--- src/tsi_pkg.sv ---
`timescale 1ns / 1ps
`default_nettype none

package tsi_pkg;

    localparam int STORE_DEPTH = 64;
    localparam int VALUE_BITS  = 32;

    typedef logic signed [VALUE_BITS-1:0] value_t;

    // item action codes
    typedef enum logic [1:0] {
        ACT_INSERT_SECOND = 2'd0,
        ACT_INSERT_THIRD  = 2'd1,
        ACT_PROBE         = 2'd2,
        ACT_FINISH        = 2'd3
    } action_t;

    // commands into one membership store
    typedef struct packed {
        logic insert;
        logic clear;
    } cam_cmd_t;

    // status out of one membership store
    typedef struct packed {
        logic hit;
        logic full;
    } cam_stat_t;

endpackage

`default_nettype wire

--- src/tsi_cam.sv ---
`timescale 1ns / 1ps
`default_nettype none

module tsi_cam (
    input  wire logic              clk,
    input  wire logic              rst_n,
    input  wire tsi_pkg::value_t   key,
    input  wire tsi_pkg::cam_cmd_t cmd,
    output tsi_pkg::cam_stat_t     stat
);
    import tsi_pkg::*;

    value_t                 entry_reg [STORE_DEPTH];
    logic [STORE_DEPTH-1:0] valid_reg;
    logic [STORE_DEPTH-1:0] valid_next;
    logic [STORE_DEPTH-1:0] match;
    logic [STORE_DEPTH-1:0] free_vec;
    logic [STORE_DEPTH-1:0] pick;
    logic                   do_write;

    // parallel compare, one comparator per entry
    always_comb
    begin
        for (int i = 0; i < STORE_DEPTH; i++)
        begin
            match[i] = valid_reg[i] && (entry_reg[i] == key);
        end
    end

    // lowest free entry as a one-hot vector
    assign free_vec = ~valid_reg;
    assign pick     = free_vec & (~free_vec + {{(STORE_DEPTH-1){1'b0}}, 1'b1});

    assign stat.hit  = |match;
    assign stat.full = &valid_reg;
    assign do_write  = cmd.insert && !stat.hit;

    always_comb
    begin
        if (cmd.clear)
        begin
            valid_next = '0;
        end
        else if (do_write)
        begin
            valid_next = valid_reg | pick;
        end
        else
        begin
            valid_next = valid_reg;
        end
    end

    always_ff @(posedge clk or negedge rst_n)
    begin
        if (!rst_n)
        begin
            valid_reg <= '0;
        end
        else
        begin
            valid_reg <= valid_next;
        end
    end

    always_ff @(posedge clk)
    begin
        for (int i = 0; i < STORE_DEPTH; i++)
        begin
            if (do_write && pick[i])
            begin
                entry_reg[i] <= key;
            end
        end
    end

endmodule

`default_nettype wire

--- config.mk ---
export PLATFORM = sky130hd
export DESIGN_NAME = tsi_cam
export DESIGN_NICKNAME = d
export VERILOG_FILES = /design/src/tsi_pkg.sv /design/src/tsi_cam.sv
export SDC_FILE = /design/constraint.sdc
export NUM_CORES = 2
export LEC_CHECK = 0
export BUFFER_PORTS_ARGS = -buffer_cell sky130_fd_sc_hd__buf_2
export CAP_MARGIN = 20
export CORE_ASPECT_RATIO = 1.2
export CORE_MARGIN = 3
export CORE_UTILIZATION = 25
export DETAILED_ROUTE_END_ITERATION = 10
export PLACE_DENSITY = 0.48
export SETUP_SLACK_MARGIN = 0.4
export SLEW_MARGIN = 10
export SYNTH_ARGS = -nofsm -noshare
export SYNTH_HDL_FRONTEND = slang
export SYNTH_SLANG_ARGS = --single-unit
--- constraint.sdc ---
create_clock -name clk -period 5.85 [get_ports clk]
set_clock_uncertainty 0.1 [all_clocks]
set_input_delay 1.755 -clock clk [delete_from_list [all_inputs] [get_ports clk]]
set_output_delay 1.755 -clock clk [all_outputs]
set_load 0.005 [all_outputs]
==> flow_summary_export.csv <==
group,metric,value,unit
clock_tree,insertion_delay,910,ps
power,power_density,289,nW/um2
clock_tree,cts_tree,"yes",
job,drv_cap,0,
global_routing,grtUsageMet3,0.0145,
global_routing,grt_first_pass_wirelength,400000,um
route,dr.pass1.iters,5,
global_routing,grt_pass1_vias,51600,
critical_path,worstPathRequired,3990,ps
global_routing,antenna_found_initial,13,
finish,fin_nets,6624,
finish,largest_reg_flops,2048,
route,route.vias.total,49900,
route,drt-total-wl,283000,um
finish,drive_gt1_frac,0.220,
run_status,violations,"negative setup slack",
global_routing,grt_usage,0.151,
power,switching_share,0.227,
power,power.switching,7.41,mW
finish,final_cell_area,113000,um2
global_routing,gr-usage-met2,0.275,
route,drc,0,
placement,dpl_worst_slack,-1160,ps
sta,post-route-period-util,1.09,
global_routing,overflow,0,
yosys,ys_ff_latch,2112,
power,p_clk_frac,0.415,
floorplanning,row_count,240,
placement,place_congestion,0.796,
yosys,synth_cells,5553,
critical_path,path_class,"in2out",
placement,io_buffers,37,
clock_tree,cts_max_path_buffers,4,
floorplanning,core,356000,um2
yosys,synth_ff_type,"edfxtp_1",
sta,fmax,156,MHz
critical_path,rr_worst_depth,16,
sta,max-slew-margin-rel,0.381,
placement,dp_hpwl,190000,um
global_routing,grtUsageMet1,0.192,
run_status,status,"complete, but fails checks",
sta,fin_crit,6400,ps
global_routing,grt-busiest-layer,"met2",
clock_tree,cts_buffers,214,
clock_tree,numClockSinks,2112,
clock_tree,cts_hold_buf,0,
sta,final_max_slew_viol_count,0,
clock_tree,cts.reportedPaths.clkPinSlew,60,ps
worst_hold_path,hold_path_depth,2,
sta,rsz0062_at_grt,"true",
power,p_seq_frac,0.509,
floorplanning,die_h,661,um
power,combPwrFrac,0.076,
route,drtAntennaViolNets,0,
power,totalPowerFinal,32.7,mW
sta,setup_ws,-552,ps
yosys,seq_area_frac_synth,0.705,
floorplanning,die_x,552,um
critical_path,crit_fanout,6,
yosys,avgSynthCellArea,16.1,um2
yosys,syn-cell-area,89500,um2
power,p_int,25.2,mW
yosys,yosysWarnings,0,
placement,dpl_cell_area,104000,um2
floorplanning,start_util,0.251,
worst_hold_path,hold_class,"reg2reg",
route,wl_per_cell,24.7,um
yosys,syn_nets,5589,
route,drt-vias-per-instance,4.35,
route,drtIter0Drc,3980,
yosys,synth_edf_count,2048,
finish,fillers,35100,
sta,setup_viol,1,
critical_path,cp-end-kind,"primary output",
finish,area_growth,26.5,%
sta,hold_viol_final,0,
yosys,synthArstFlopShare,0.0303,
power,irDropWorstVdd,0.000268,V
critical_path,arrival,4550,ps
yosys,ys_types,56,
power,p_leak,37.0,nW
finish,post-route-util,0.318,
sta,finalSetupTns,-552,ps
sta,worstMarginPinSlew,924,ps
floorplanning,die-area,365000,um2
floorplanning,ioPinCount,38,
critical_path,r2r_setup_slack,990,ps
clock_tree,cts-root-buf,"clkbuf_16",
global_routing,grt_max_degree,61,
clock_tree,cts.htree.levels,4,
critical_path,critPathLaunchType,"primary input",
-- path summary, 6_finish.rpt --
kind,from,end
hold / removal,valid_reg[31],valid_reg[31]
max in group asynchronous,rst_n,valid_reg[15]
setup / recovery,key[10],stat[1]
hold reg to reg,valid_reg[31],valid_reg[31]
min in group asynchronous,rst_n,valid_reg[20]
setup reg to reg,entry_reg[1][497],entry_reg[0][510]
-- routing by layer --
| metal | wire (um) | share of wire | vias to the layer above |
|---|---|---|---|
| met5 | 0 | 0 | - |
| met4 | 7260 | 0.026 | 0 |
| met3 | 8880 | 0.031 | 306 |
| met2 | 146000 | 0.52 | 905 |
| met1 | 121000 | 0.43 | 26200 |
| li1 | - | - | 22500 |
-- cell families after synthesis --
family / count (synthesis) / share of synthesized area
AOI/OAI and AO/OA: 91 / 0.00685
xor gates and xnor gates: 2030 / 0.199
buffers and inverters: 299 / 0.0231
DFF: 2112 / 0.705
and+or+nand+nor: 1021 / 0.0659
-- timing repair --
action / CTS / global route
hold endpoints to repair: 0 / 0
endpoints found under the setup margin: 1918 / 1430
cloned: 7 / 1
setup buffers: 85 / 7
resized for setup: 122 / 38
pin swaps: 14 / 14
-- stage by stage --
step           hold slack (ps)  instances
3_3_place_gp               475      11000
2_1_floorplan              399       5553
4_1_cts                    514      11500
5_1_grt                    536      11500
6_report                   507      11500
3_5_place_dp               495      11000
-- power groups by stage --
stage / clock [mW] / combinational [mW] / sequential, mW
after floorplan: 0 / 0.982 / 16.9
after global placement: 0 / 2.33 / 16.9
after detailed placement: 0 / 2.34 / 16.9
after CTS: 13.9 / 2.51 / 16.6
after global routing: 14.4 / 2.62 / 16.6
final: 13.6 / 2.47 / 16.6
-- critical path, stage by stage --
cell	delay (ps)
clkbuf_16	170
buf_16	180
buf_4	190
buf_4	160
xor2_1	150
nor4_1	400
nand4_1	120
or3_1	500
nand4_1	290
nor4_4	90
buf_4	140
and4_4	180
inv_8	80
buf_6	90
-- synthesized netlist by cell type (all sizes together), types with 2 or more instances --
cell type | n | area [um2]
o22ai | 3 | 18.8
nor4 | 299 | 1880
dfrtp | 64 | 1600
nand2b | 5 | 31.3
and3 | 35 | 219
xnor2 | 986 | 8640
o2111ai | 4 | 35.0
xor2 | 1044 | 9140
a41oi | 15 | 131
nor2 | 96 | 363
nor3b | 7 | 52.6
nand2 | 30 | 115
o21ba | 3 | 30.0
a21oi | 39 | 195
nand3 | 133 | 671
a31oi | 11 | 68.8
and4 | 7 | 61.3
nor2b | 3 | 18.8
a2111oi | 2 | 17.5
and2 | 5 | 31.3
o21ai | 5 | 25.0
nor3 | 95 | 475
nor4b | 5 | 75.1
or3 | 12 | 75.1
or4 | 2 | 15.0
buf | 240 | 1830
edfxtp | 2048 | 61500
clkbuf | 14 | 61.3
a222oi | 3 | 30.0
inv | 44 | 165
nand4 | 281 | 1760
nand3b | 2 | 15.0
-- placed cells by master (no fill, tap or decap), drive strengths merged, types with 11 or more instances in the layout --
| cell type | Yosys | routed |
|---|---|---|
| edfxtp | 2048 | 2048 |
| xor2 | 1044 | 1044 |
| buf | 240 | 1033 |
| xnor2 | 986 | 986 |
| nor4 | 299 | 299 |
| clkbuf | 14 | 293 |
| nand4 | 281 | 281 |
| nand3 | 133 | 133 |
| nor2 | 96 | 96 |
| nor3 | 95 | 95 |
| clkinv | 1 | 95 |
| dfrtp | 64 | 64 |
| inv | 44 | 49 |
| a21oi | 39 | 39 |
| and3 | 35 | 35 |
| nand2 | 30 | 30 |
| bufinv | 0 | 19 |
| a41oi | 15 | 15 |
| or3 | 12 | 12 |
| a31oi | 11 | 11 |
-- final cells by class --
class | count | area, um2 | share of cell area
Clock buffer | 259 | 5590 | 0.0494
Clock inverter | 121 | 1080 | 0.00955
Sequential cell | 2112 | 63100 | 0.558
Tap cell | 4719 | 5900 | 0.0522
Inverter | 45 | 176 | 0.00156
Multi-Input combinational cell | 3142 | 25200 | 0.223
Timing Repair Buffer | 1073 | 12100 | 0.107
Antenna cell | 4 | 10.0 | 0.0000884
Power figures use the tool's default switching activity.
